[src/rtl/gwn_pkg.sv]
`timescale 1ns / 1ps
// Package for the Gregorian week number block: widths, codes, constants and the month table.
package gwn_pkg;

   // Field widths of the request, response and control and status register (CSR) port.
   localparam int YEAR_W      = 14;
   localparam int MONTH_W     = 4;
   localparam int DAY_W       = 5;
   localparam int DAYNUM_W    = 22;
   localparam int DIFF_W      = 23;
   localparam int WEEK_W      = 19;
   localparam int CSR_INDEX_W = 2;
   localparam int CSR_DATA_W  = 14;

   // Width of a day-of-year offset (up to 366).
   localparam int DOY_W = 9;

   // Register indexes of the CSR port.
   typedef enum logic [CSR_INDEX_W-1:0] {
      CSR_START_YEAR  = 2'd0,
      CSR_START_MONTH = 2'd1,
      CSR_START_DAY   = 2'd2
   } csr_index_type;

   typedef logic [YEAR_W-1:0]  year_type;
   typedef logic [MONTH_W-1:0] month_type;
   typedef logic [DAY_W-1:0]   day_type;

   // Calendar limits and register reset values.
   localparam year_type  YEAR_MAX          = 14'd9999;
   localparam year_type  START_YEAR_RESET  = 14'd2025;
   localparam month_type MONTH_MAX         = 4'd12;
   localparam month_type MONTH_FEB         = 4'd2;
   localparam month_type START_MONTH_RESET = 4'd9;
   localparam day_type   START_DAY_RESET   = 5'd7;

   // Days in a common year.
   localparam logic [DOY_W-1:0] DAYS_PER_YEAR = 9'd365;

   // Division by 100 for values below 10000: multiply by 5243, shift right by 19.
   localparam int             RECIP100_W = 13;
   localparam logic [RECIP100_W-1:0] RECIP100 = 13'd5243;
   localparam int             SHIFT100   = 19;
   localparam int             CENT_W     = 7;

   // Division by 7 for values below 2**22: multiply by 4793491, shift right by 25.
   localparam int             RECIP7_W = 23;
   localparam logic [RECIP7_W-1:0] RECIP7 = 23'd4793491;
   localparam int             SHIFT7   = 25;

   // Days of a common year that lie before the first of the month.
   function automatic logic [DOY_W-1:0] days_before_month(input month_type month);
      logic [DOY_W-1:0] days;
      case (month)
         4'd1:    days = 9'd0;
         4'd2:    days = 9'd31;
         4'd3:    days = 9'd59;
         4'd4:    days = 9'd90;
         4'd5:    days = 9'd120;
         4'd6:    days = 9'd151;
         4'd7:    days = 9'd181;
         4'd8:    days = 9'd212;
         4'd9:    days = 9'd243;
         4'd10:   days = 9'd273;
         4'd11:   days = 9'd304;
         4'd12:   days = 9'd334;
         default: days = 9'd0;
      endcase
      return days;
   endfunction

endpackage

[src/rtl/gwn_ifs.sv]
`timescale 1ns / 1ps
// Valid/ready channel interfaces for the date request and the week number response.
interface gwn_req_if;
   import gwn_pkg::*;

   logic      valid;
   logic      ready;
   year_type  date_year;
   month_type date_month;
   day_type   date_day;

   modport source (output valid, date_year, date_month, date_day, input ready);
   modport sink (input valid, date_year, date_month, date_day, output ready);
   modport monitor (input valid, ready, date_year, date_month, date_day);
endinterface

interface gwn_rsp_if;
   import gwn_pkg::*;

   logic                       valid;
   logic                       ready;
   logic [DAYNUM_W-1:0]        day_number;
   logic signed [DIFF_W-1:0]   days_from_start;
   logic [WEEK_W-1:0]          week_number;
   logic                       date_invalid;

   modport source (output valid, day_number, days_from_start, week_number, date_invalid,
                   input ready);
   modport sink (input valid, day_number, days_from_start, week_number, date_invalid,
                 output ready);
   modport monitor (input valid, ready, day_number, days_from_start, week_number,
                    date_invalid);
endinterface

[src/rtl/gregorian_week_number.sv]
`timescale 1ns / 1ps
// Top level: converts a Gregorian date into a day number, a day offset and a week number.
// An accepted beat passes stage registers 1 to 5, then the output register, to the response port.
// Throughput: one beat per cycle; the six register stages advance together and hold on a stall.
// The request side is ready whenever the output register is empty or being drained.
// Synchronous active-high reset empties the pipeline and loads the start date 2025-09-07.
// Each beat carries its own copy of the start date, so a CSR write affects later beats only.
module gregorian_week_number (
   input  logic                            clock,
   input  logic                            reset,
   gwn_req_if.sink                         req_bus,
   gwn_rsp_if.source                       rsp_bus,
   input  logic                            csr_we,
   input  logic [gwn_pkg::CSR_INDEX_W-1:0] csr_index,
   input  logic [gwn_pkg::CSR_DATA_W-1:0]  csr_wdata
);
   import gwn_pkg::*;

   localparam int NUM_LANES  = 2;
   localparam int LANE_DATE  = 0;
   localparam int LANE_START = 1;

   // Stage 1 per lane: year split into prior years and centuries.
   typedef struct packed {
      year_type               year;
      year_type               prior;
      logic [CENT_W-1:0]      cent_prior;
      logic [CENT_W-1:0]      cent_year;
      month_type              month;
      day_type                day;
   } s1_lane_type;

   // Stage 2 per lane: the three partial sums of the day count.
   typedef struct packed {
      logic [DOY_W-1:0]    day_of_year;
      logic [DAYNUM_W-1:0] year_days;
      logic [11:0]         leap_days;
   } s2_lane_type;

   function automatic s1_lane_type split_year(input year_type y, input month_type m,
                                              input day_type d);
      logic [YEAR_W+RECIP100_W-1:0] prod_prior;
      logic [YEAR_W+RECIP100_W-1:0] prod_year;
      s1_lane_type                  res;
      res.year       = y;
      res.prior      = y - 14'd1;
      prod_prior     = (YEAR_W+RECIP100_W)'(res.prior) * (YEAR_W+RECIP100_W)'(RECIP100);
      prod_year      = (YEAR_W+RECIP100_W)'(y) * (YEAR_W+RECIP100_W)'(RECIP100);
      res.cent_prior = prod_prior[SHIFT100 +: CENT_W];
      res.cent_year  = prod_year[SHIFT100 +: CENT_W];
      res.month      = m;
      res.day        = d;
      return res;
   endfunction

   function automatic s2_lane_type partial_sums(input s1_lane_type a);
      year_type    hundreds;
      logic        leap;
      s2_lane_type res;
      hundreds = YEAR_W'(a.cent_year) * YEAR_W'(100);
      leap     = (a.year[1:0] == 2'b00) && ((a.year != hundreds) || (a.cent_year[1:0] == 2'b00));
      res.day_of_year = days_before_month(a.month) + DOY_W'(a.day)
                        + DOY_W'((a.month > MONTH_FEB) && leap);
      res.year_days   = DAYNUM_W'(a.prior) * DAYNUM_W'(DAYS_PER_YEAR);
      res.leap_days   = 12'(a.prior >> 2) - 12'(a.cent_prior) + 12'(a.cent_prior >> 2);
      return res;
   endfunction

   // Start date registers.
   year_type  start_year_ff;
   month_type start_month_ff;
   day_type   start_day_ff;

   always_ff @(posedge clock) begin
      if (reset) begin
         start_year_ff  <= START_YEAR_RESET;
         start_month_ff <= START_MONTH_RESET;
         start_day_ff   <= START_DAY_RESET;
      end else if (csr_we) begin
         case (csr_index_type'(csr_index))
            CSR_START_YEAR:  start_year_ff  <= csr_wdata[YEAR_W-1:0];
            CSR_START_MONTH: start_month_ff <= csr_wdata[MONTH_W-1:0];
            CSR_START_DAY:   start_day_ff   <= csr_wdata[DAY_W-1:0];
            default: begin
            end
         endcase
      end
   end

   // Whole pipeline moves when the output register is empty or being taken.
   logic advance;
   logic rsp_valid_ff;

   assign advance       = !rsp_valid_ff || rsp_bus.ready;
   assign req_bus.ready = advance;

   // Lane inputs: the request date and the clamped start date.
   year_type  lane_year  [NUM_LANES];
   month_type lane_month [NUM_LANES];
   day_type   lane_day   [NUM_LANES];
   logic      invalid_in;

   always_comb begin
      lane_year[LANE_DATE]  = req_bus.date_year;
      lane_month[LANE_DATE] = req_bus.date_month;
      lane_day[LANE_DATE]   = req_bus.date_day;

      if (start_year_ff == '0) begin
         lane_year[LANE_START] = 14'd1;
      end else if (start_year_ff > YEAR_MAX) begin
         lane_year[LANE_START] = YEAR_MAX;
      end else begin
         lane_year[LANE_START] = start_year_ff;
      end
      if (start_month_ff == '0) begin
         lane_month[LANE_START] = 4'd1;
      end else if (start_month_ff > MONTH_MAX) begin
         lane_month[LANE_START] = MONTH_MAX;
      end else begin
         lane_month[LANE_START] = start_month_ff;
      end
      lane_day[LANE_START] = (start_day_ff == '0) ? 5'd1 : start_day_ff;

      invalid_in = (req_bus.date_year == '0) || (req_bus.date_year > YEAR_MAX)
                   || (req_bus.date_month == '0) || (req_bus.date_month > MONTH_MAX)
                   || (req_bus.date_day == '0);
   end

   // Stage valid and invalid-date bits.
   logic [4:0] valid_ff;
   logic [4:0] invalid_ff;

   always_ff @(posedge clock) begin
      if (reset) begin
         valid_ff     <= '0;
         rsp_valid_ff <= 1'b0;
      end else if (advance) begin
         valid_ff     <= {valid_ff[3:0], req_bus.valid};
         rsp_valid_ff <= valid_ff[4];
      end
   end

   always_ff @(posedge clock) begin
      if (advance) begin
         invalid_ff <= {invalid_ff[3:0], invalid_in};
      end
   end

   // Stage 1: centuries by reciprocal multiplication.
   s1_lane_type s1_in [NUM_LANES];
   s1_lane_type s1_ff [NUM_LANES];

   always_comb begin
      for (int l = 0; l < NUM_LANES; l++) begin
         s1_in[l] = split_year(lane_year[l], lane_month[l], lane_day[l]);
      end
   end

   // Stage 2: day of year with leap day, days of prior years, leap corrections.
   s2_lane_type s2_in [NUM_LANES];
   s2_lane_type s2_ff [NUM_LANES];

   always_comb begin
      for (int l = 0; l < NUM_LANES; l++) begin
         s2_in[l] = partial_sums(s1_ff[l]);
      end
   end

   // Stage 3: total day count.
   logic [DAYNUM_W-1:0] count_in [NUM_LANES];
   logic [DAYNUM_W-1:0] count_ff [NUM_LANES];

   always_comb begin
      for (int l = 0; l < NUM_LANES; l++) begin
         count_in[l] = DAYNUM_W'(s2_ff[l].day_of_year) + s2_ff[l].year_days
                       + DAYNUM_W'(s2_ff[l].leap_days);
      end
   end

   // Stage 4: signed offset from the start date.
   logic signed [DIFF_W-1:0] diff4_in;
   logic signed [DIFF_W-1:0] diff4_ff;
   logic [DAYNUM_W-1:0]      daynum4_ff;

   assign diff4_in = $signed({1'b0, count_ff[LANE_DATE]}) - $signed({1'b0, count_ff[LANE_START]});

   // Stage 5: whole weeks by reciprocal multiplication.
   logic [DAYNUM_W+RECIP7_W-1:0] week_prod;
   logic [WEEK_W-1:0]            weeks5_in;
   logic [WEEK_W-1:0]            weeks5_ff;
   logic signed [DIFF_W-1:0]     diff5_ff;
   logic [DAYNUM_W-1:0]          daynum5_ff;

   assign week_prod = (DAYNUM_W+RECIP7_W)'(diff4_ff[DAYNUM_W-1:0])
                      * (DAYNUM_W+RECIP7_W)'(RECIP7);
   assign weeks5_in = week_prod[SHIFT7 +: WEEK_W];

   // Output register.
   logic [DAYNUM_W-1:0]      day_number_in;
   logic [DAYNUM_W-1:0]      day_number_ff;
   logic signed [DIFF_W-1:0] days_from_start_in;
   logic signed [DIFF_W-1:0] days_from_start_ff;
   logic [WEEK_W-1:0]        week_number_in;
   logic [WEEK_W-1:0]        week_number_ff;
   logic                     date_invalid_ff;

   always_comb begin
      if (invalid_ff[4]) begin
         day_number_in      = '0;
         days_from_start_in = '0;
         week_number_in     = '0;
      end else begin
         day_number_in      = daynum5_ff;
         days_from_start_in = diff5_ff;
         week_number_in     = diff5_ff[DIFF_W-1] ? '0 : weeks5_ff + WEEK_W'(1);
      end
   end

   // Payload registers of all stages.
   always_ff @(posedge clock) begin
      if (advance) begin
         for (int l = 0; l < NUM_LANES; l++) begin
            s1_ff[l]    <= s1_in[l];
            s2_ff[l]    <= s2_in[l];
            count_ff[l] <= count_in[l];
         end
         diff4_ff           <= diff4_in;
         daynum4_ff         <= count_ff[LANE_DATE];
         weeks5_ff          <= weeks5_in;
         diff5_ff           <= diff4_ff;
         daynum5_ff         <= daynum4_ff;
         day_number_ff      <= day_number_in;
         days_from_start_ff <= days_from_start_in;
         week_number_ff     <= week_number_in;
         date_invalid_ff    <= invalid_ff[4];
      end
   end

   assign rsp_bus.valid           = rsp_valid_ff;
   assign rsp_bus.day_number      = day_number_ff;
   assign rsp_bus.days_from_start = days_from_start_ff;
   assign rsp_bus.week_number     = week_number_ff;
   assign rsp_bus.date_invalid    = date_invalid_ff;

endmodule

[src/flat_wrapper.sv]
// flat-port wrapper written by rule: the top's interface ports become plain ports
module gregorian_week_number_flat import gwn_pkg::*;
  (clock, reset, csr_we, csr_index, csr_wdata, req_bus_valid, req_bus_date_year, req_bus_date_month, req_bus_date_day, req_bus_ready, rsp_bus_valid, rsp_bus_day_number, rsp_bus_days_from_start, rsp_bus_week_number, rsp_bus_date_invalid, rsp_bus_ready);
  gwn_req_if req_bus_i ();
  gwn_rsp_if rsp_bus_i ();
  input  logic clock;
  input  logic reset;
  input  logic csr_we;
  input  logic [gwn_pkg::CSR_INDEX_W-1:0] csr_index;
  input  logic [gwn_pkg::CSR_DATA_W-1:0] csr_wdata;
  input wire logic [$bits(req_bus_i.valid)-1:0] req_bus_valid;
  input wire logic [$bits(req_bus_i.date_year)-1:0] req_bus_date_year;
  input wire logic [$bits(req_bus_i.date_month)-1:0] req_bus_date_month;
  input wire logic [$bits(req_bus_i.date_day)-1:0] req_bus_date_day;
  output wire logic [$bits(req_bus_i.ready)-1:0] req_bus_ready;
  output wire logic [$bits(rsp_bus_i.valid)-1:0] rsp_bus_valid;
  output wire logic [$bits(rsp_bus_i.day_number)-1:0] rsp_bus_day_number;
  output wire logic [$bits(rsp_bus_i.days_from_start)-1:0] rsp_bus_days_from_start;
  output wire logic [$bits(rsp_bus_i.week_number)-1:0] rsp_bus_week_number;
  output wire logic [$bits(rsp_bus_i.date_invalid)-1:0] rsp_bus_date_invalid;
  input wire logic [$bits(rsp_bus_i.ready)-1:0] rsp_bus_ready;
  assign req_bus_i.valid = req_bus_valid;
  assign req_bus_i.date_year = req_bus_date_year;
  assign req_bus_i.date_month = req_bus_date_month;
  assign req_bus_i.date_day = req_bus_date_day;
  assign req_bus_ready = req_bus_i.ready;
  assign rsp_bus_valid = rsp_bus_i.valid;
  assign rsp_bus_day_number = rsp_bus_i.day_number;
  assign rsp_bus_days_from_start = rsp_bus_i.days_from_start;
  assign rsp_bus_week_number = rsp_bus_i.week_number;
  assign rsp_bus_date_invalid = rsp_bus_i.date_invalid;
  assign rsp_bus_i.ready = rsp_bus_ready;
  gregorian_week_number u_core (.clock(clock), .reset(reset), .req_bus(req_bus_i), .rsp_bus(rsp_bus_i), .csr_we(csr_we), .csr_index(csr_index), .csr_wdata(csr_wdata));
endmodule
[config.mk]
export PLATFORM = sky130hd
export DESIGN_NAME = gregorian_week_number_flat
export DESIGN_NICKNAME = d
export VERILOG_FILES = /design/src/rtl/gwn_pkg.sv /design/src/rtl/gwn_ifs.sv /design/src/rtl/gregorian_week_number.sv /design/src/flat_wrapper.sv
export SDC_FILE = /design/constraint.sdc
export NUM_CORES = 2
export LEC_CHECK = 0
export BUFFER_PORTS_ARGS = -buffer_cell sky130_fd_sc_hd__clkbuf_2
export CORE_UTILIZATION = 55
export CTS_CLUSTER_DIAMETER = 150
export DETAILED_ROUTE_END_ITERATION = 10
export PLACE_DENSITY = 0.74
export SYNTH_ARGS = -nofsm -noshare
export SYNTH_HDL_FRONTEND = slang
export SYNTH_SLANG_ARGS = --single-unit
[constraint.sdc]
create_clock -name clock -period 9.6 [get_ports clock]
set_input_delay 0.48 -clock clock [delete_from_list [all_inputs] [get_ports clock]]
set_output_delay 0.48 -clock clock [all_outputs]
set_load 0.05 [all_outputs]
# --- After elaboration in Yosys (flattened, before gate mapping) ---
# Memories as Yosys holds them, arrays and structs flattened.
# Index checks and enable logic that the tools add are counted.
totals:
  register_bits: 208
  mem_bits_rw: 232
  romBits: 288
  out_inout_bits: 67
  word_cells: 89
  mem_count: 5
op_classes:
  n_addsub: 16
  multipliers: 9
  magnitude_cmp: 6
  eq_ne: 4
  muxes: 7
  n_reduce_logical: 27
mem_list:
  columns: ["memory", "words", "width", "read_ports", "rd_clocked_by_memory_dff", "write_ports", "line_no", "text"]
  rows:
  - ["(no name shown)", 16, 9, 1, 0, 0, "gwn_pkg.sv:54", "case (month)"]
  - ["(no name shown)", 16, 9, 1, 0, 0, "gwn_pkg.sv:54", null]
  - ["u_core.s1_ff", 2, 51, 2, 0, 2, "gregorian_week_number.sv:151", "s1_lane_type s1_ff [NUM_LANES];"]
  - ["u_core.s2_ff", 2, 43, 2, 0, 2, "gregorian_week_number.sv:161", "s2_lane_type s2_ff [NUM_LANES];"]
  - ["u_core.count_ff", 2, 22, 2, 0, 2, "gregorian_week_number.sv:171", "logic [DAYNUM_W-1:0] count_ff [NUM_LANES];"]
ops:
  columns: ["operator", "n"]
  rows:
  - ["14-bit by 13-bit multiplier with 26-bit output, second input constant", 4]
  - ["22-bit by 12-bit adder with 22-bit output", 2]
  - ["9-bit by 22-bit adder with 22-bit output", 2]
  - ["14-bit by 9-bit multiplier with 22-bit output, second input constant", 2]
  - ["22-bit by 23-bit multiplier with 44-bit output, second input constant", 1]
  - ["14-bit greater-than comparator, second input constant", 2]
  - ["14-bit logical NOT", 2]
  - ["14-bit two-way mux", 2]
  - ["14-bit inequality test", 2]
  - ["14-bit by 1-bit subtractor with 14-bit output, second input constant", 2]
  - ["12-bit by 5-bit adder with 12-bit output", 2]
  - ["7-bit by 5-bit multiplier with 12-bit output, second input constant", 2]
  - ["12-bit by 7-bit subtractor with 12-bit output", 2]
  - ["22-bit by 22-bit subtractor with 23-bit output", 1]
  - ["19-bit by 1-bit adder with 19-bit output, second input constant", 1]
  - ["9-bit by 1-bit adder with 9-bit output", 2]
  - ["9-bit by 5-bit adder with 9-bit output", 2]
  - ["2-bit logical NOT", 5]
  - ["5-bit logical NOT", 2]
  - ["4-bit by 2-bit greater-than comparator with 1-bit output, second input constant", 2]
  - ["4-bit greater-than comparator, second input constant", 2]
  - ["4-bit logical NOT", 2]
  - ["4-bit two-way mux", 2]
  - ["1-bit logical OR", 7]
  - ["other kinds (8)", 14]

# --- Depth between registers and ports, before layout ---
# An unclocked memory read counts as a cell.
depth:
  word_depth: 7
  depth_mapped: 34

# --- Least setup slack after synthesis ---
# No wires, ideal clock.
synth_timing:
  kind: "register to register"
  startpoint: "register u_core.rsp_valid_ff (netlist: u_core.rsp_bus.valid)"
  endpoint: "memory u_core.count_ff[0][0], enable pin"
  arrival_ns: 9.004
  required_time_ns: 8.823
  slack_ns: -0.181
  path_stages_with_launch: 3
  synth_period_minus_slack_ns: 9.781
  cell_sequence: "dfxtp_1 -> nor2b_1 -> inv_1"
synth_lines:
  columns: ["item", "line_no", "text"]
  rows:
  - ["from (decl)", "gregorian_week_number.sv:92", "logic rsp_valid_ff;"]
  - ["from (signal assigned)", "gregorian_week_number.sv:139", "rsp_valid_ff <= valid_ff[4];"]
  - ["to (decl)", "gregorian_week_number.sv:171", null]

==> results.txt <==
The number of violations reported at the end of detailed-routing iteration 0 is 1092. The via count is 26600. The count of instances resized after the clock tree is built is 0. The share of synthesized area occupied by flip-flops and latches came out at 29.2%. After clock tree synthesis, the clock-pin slew on the worst setup and hold paths is 0.06 ns.

Along the worst hold path, the cell count comes to 1. The number of fill cells in the layout is 6433. The proportion of synthesized flip-flops having asynchronous set or reset came out at 0%. Averaged over all synthesized cells, the footprint is 11.2 um2. STA classifies the critical path startpoint as a register. The critical path is of the register to register type. Counting along the longest clock path gives a buffer depth of 3. For this configuration, the core starts out at a cell density of a little under three fifths. The net count after synthesis came out at 5308. Detailed routing placed a total of 2.60 mm of wire on met3. Synthesis produced 3953 cells. The final count of negative-setup-slack endpoints came out at 0.

The register-to-register setup slack came out at 1.10 ns. The critical path buffer and inverter count is 7. The final estimated routing congestion in global placement is 0.926. Once the clock tree was built, the setup fixing pass inserted 0 buffers. The met2 layer wire length in the routed design came out at 40.3 mm.

The detailed router put a total of 35.5 mm of wire on met1. The synthesized design contains 411 enable-type register cells. The floorplan step defined a core boundary enclosing 0.0793 mm2. The worst register-to-register path begins at u_core.start_year_ff[4]$_SDFFE_PP0P_.

For this run, the post-layout net count is 5458. The clock drives 440 sinks. The post-synthesis cell type count is 74.

The number of nets still failing antenna checks after routing came out at 0. The class of the tightest hold or removal check is input port to register. The count of max-cap constraint violations came out at 0. The total DRC errors in the routed layout came out at 0. The aggregate global-route resource usage is roughly a fifth. The period utilization came out at 88.5%. The number of cells on the worst reg-to-reg path came out at 31. Setup repair after global routing left no endpoint under its margin. The number of buffers inserted by port buffering is 110. The summed negative setup slack over all endpoints came out at 0 ns. The share of final-layout standard cells stronger than drive strength 1 is ~5.7%. The arrival time at the worst endpoint is 8.83 ns. The worst-case headroom to the max-slew limit came out at 30.2%.

At the later pin of the worst-skew pair, clock insertion delay measures between 0.6 and 0.7 ns. The number of primary I/O pins is 111. The row count is slightly above 100. On the worst path, the slowest cell contributes a delay of 0.56 ns. STA classifies the critical path endpoint as a register. The length of the first detailed-routing pass in iterations is 5.

Detailed placement ended at an HPWL of 67.9 mm. The cell family with the largest share of critical-path delay is adder cells. The number of hold violations in the final report came out at 0. The total wire length after detailed routing came out at 81.0 mm. The pin count of the biggest net entering global routing is 156.

In this run the clock root is driven by a sky130_fd_sc_hd__clkbuf_16. The die covers 0.0816 mm2. The synthesized cell area came out at about 0.044 mm2. In this run the critical register-to-register path is captured at u_core.s1_ff[0][73]$_DFFE_PP_. The vertical die dimension is 286 um.

The number of max-slew violations in the final report is 0. The overflow left after global routing came out at 0. The layout overhead on the synthesized area is 8.07%. The most common cell after layout, fill and taps aside is sky130_fd_sc_hd__inv_1. The detail-routed net length per standard cell came out at ~16 um.

The minimum period implied by the final worst setup slack is 8.50 ns. The count of hold-fix buffers inserted at cts came out at 0. The TritonCTS clock tree is built. The flow ran to the end, and the final reports show no timing, DRC or antenna violations. The via count of the first global-routing pass is 28200. In the layout the commonest cells are sky130_fd_sc_hd__inv_1, sky130_fd_sc_hd__ha_1, sky130_fd_sc_hd__fa_1, sky130_fd_sc_hd__edfxtp_1, sky130_fd_sc_hd__xnor2_1. The end of the worst hold path is u_core.s1_ff[0][4]$_DFFE_PP_.

0 antenna diodes ended up in the layout. In this run, CTS created clock tree buffers numbering 50. The final clock skew came out at 0.0165 ns.

The peak clock frequency supported by timing came out at 0.118 GHz. In this run the top signal layer used is met4. The data required time of the critical path came out at 9.94 ns. The worst hold-check slack came out at between 0.07 and 0.08 ns. The initial antenna violation count was 1.

The start point of the worst hold path is req_bus_date_day[4]. The maximum fanout along the worst path is 8. Yosys printed 0 warnings. The dominant register cell in the synthesized netlist is sky130_fd_sc_hd__edfxtp_1. The via density per instance is 5.11.

The slew at the pin closest to its max-slew limit came out at 1.03 ns. The die boundary width is between 200 and 300 um. The most used cell along the critical path is sky130_fd_sc_hd__inv_1. The first global-routing pass estimated 137 mm of wire. On the critical path, the stage with the largest delay is an instance of sky130_fd_sc_hd__fa_1. CTS built an H-tree with a depth of 2.

The post-synthesis register bit count is 440.
cell usage after synthesis, types with 30 or more instances:
| cell | n | share of area, % |
|---|---|---|
| sky130_fd_sc_hd__edfxtp_1 | 411 | 28 |
| sky130_fd_sc_hd__nor2b_1 | 80 | 1.1 |
| sky130_fd_sc_hd__a21oi_1 | 125 | 1.4 |
| sky130_fd_sc_hd__xor2_1 | 70 | 1.4 |
| sky130_fd_sc_hd__o21ai_0 | 74 | 0.84 |
| sky130_fd_sc_hd__fa_1 | 464 | 21 |
| sky130_fd_sc_hd__nor2_1 | 149 | 1.3 |
| sky130_fd_sc_hd__nand2_1 | 107 | 0.91 |
| sky130_fd_sc_hd__xnor2_1 | 181 | 3.6 |
| sky130_fd_sc_hd__nand3_1 | 38 | 0.43 |
| sky130_fd_sc_hd__ha_1 | 847 | 24 |
| sky130_fd_sc_hd__inv_1 | 987 | 8.4 |
| sky130_fd_sc_hd__nor3_1 | 30 | 0.34 |
| sky130_fd_sc_hd__a21o_1 | 42 | 0.71 |
kinds of logic after synthesis:
logic type	after synthesis	synth area share [%]
buffers and inverters	1012	8.58
DFF	440	29.2
AOI/OAI and AO/OA	394	5.93
adders and majority gates	1311	44.9
xor gates and xnor gates	254	5.08
and+or+nand+nor	520	5.80
muxes	22	0.506
per-layer routing:
| layer | global-route usage [%] | up-vias |
|---|---|---|
| met4 | 7.02 | 0 |
| met2 | 36.9 | 349 |
| li1 | - | 13200 |
| met5 | 0 | - |
| met1 | 26.1 | 12900 |
| met3 | 2.62 | 133 |
worst reg2reg max path: cells and delay by family, from the launching register on:
family                     cells  cell delay (ns)
xor gates and xnor gates       2             0.64
buffers and inverters          7             0.58
AOI/OAI and AO/OA              7             2.05
DFF                            1             0.33
adders and majority gates      7             2.92
and+or+nand+nor                8             1.71
flip-flops by register name, summed over array words and instances, names as in the netlist, 22 cells and up:
signal                          flops
u_core.diff4_ff                    23
u_core.s1_ff                      102
u_core.daynum4_ff                  22
u_core.count_ff                    44
u_core.rsp_bus.day_number          22
u_core.s2_ff                       86
u_core.daynum5_ff                  22
u_core.rsp_bus.days_from_start     23
u_core.diff5_ff                    23
cell type report:
cell class / count / area (um2) / area share [%]
clock buffers: 58 / 1300 / 2.72
multi-input cells: 2501 / 27600 / 57.6
repair buffers: 122 / 653 / 1.37
inverters: 988 / 3710 / 7.76
clock inverters: 35 / 384 / 0.803
well taps: 1050 / 1310 / 2.75
flip-flops and latches: 440 / 12900 / 27.0
stage by stage:
step,cell area [um2],setup slack [ns],utilization [%],cells
floorplan,44300,1.52,-,3953
global placement,46200,1.37,58.2,5101
detailed placement,46200,1.12,58.2,5101
CTS,47800,1.09,60.4,5194
global route,47800,0.488,60.4,5194
finish,47800,1.10,60.4,5194
worst max-delay path by stage:
stage / from / to / slack (ns) / cells after the start
floorplan: u_core.rsp_bus.valid$_SDFFE_PP0P_ / u_core.count_ff[0][0]$_DFFE_PP_ / 1.52 / 2
global placement: u_core.start_year_ff[4]$_SDFFE_PP0P_ / u_core.s1_ff[0][73]$_DFFE_PP_ / 1.37 / 31
detailed placement: u_core.start_year_ff[4]$_SDFFE_PP0P_ / u_core.s1_ff[0][73]$_DFFE_PP_ / 1.12 / 31
CTS: u_core.start_year_ff[4]$_SDFFE_PP0P_ / u_core.s1_ff[0][73]$_DFFE_PP_ / 1.09 / 31
global route: u_core.start_year_ff[4]$_SDFFE_PP0P_ / u_core.s1_ff[0][73]$_DFFE_PP_ / 0.49 / 31
finish: u_core.start_year_ff[4]$_SDFFE_PP0P_ / u_core.s1_ff[0][73]$_DFFE_PP_ / 1.10 / 31
Power is left out: the tool's default activity adds up to more than one toggle a clock period on the data nets, which glitch-free logic cannot reach.
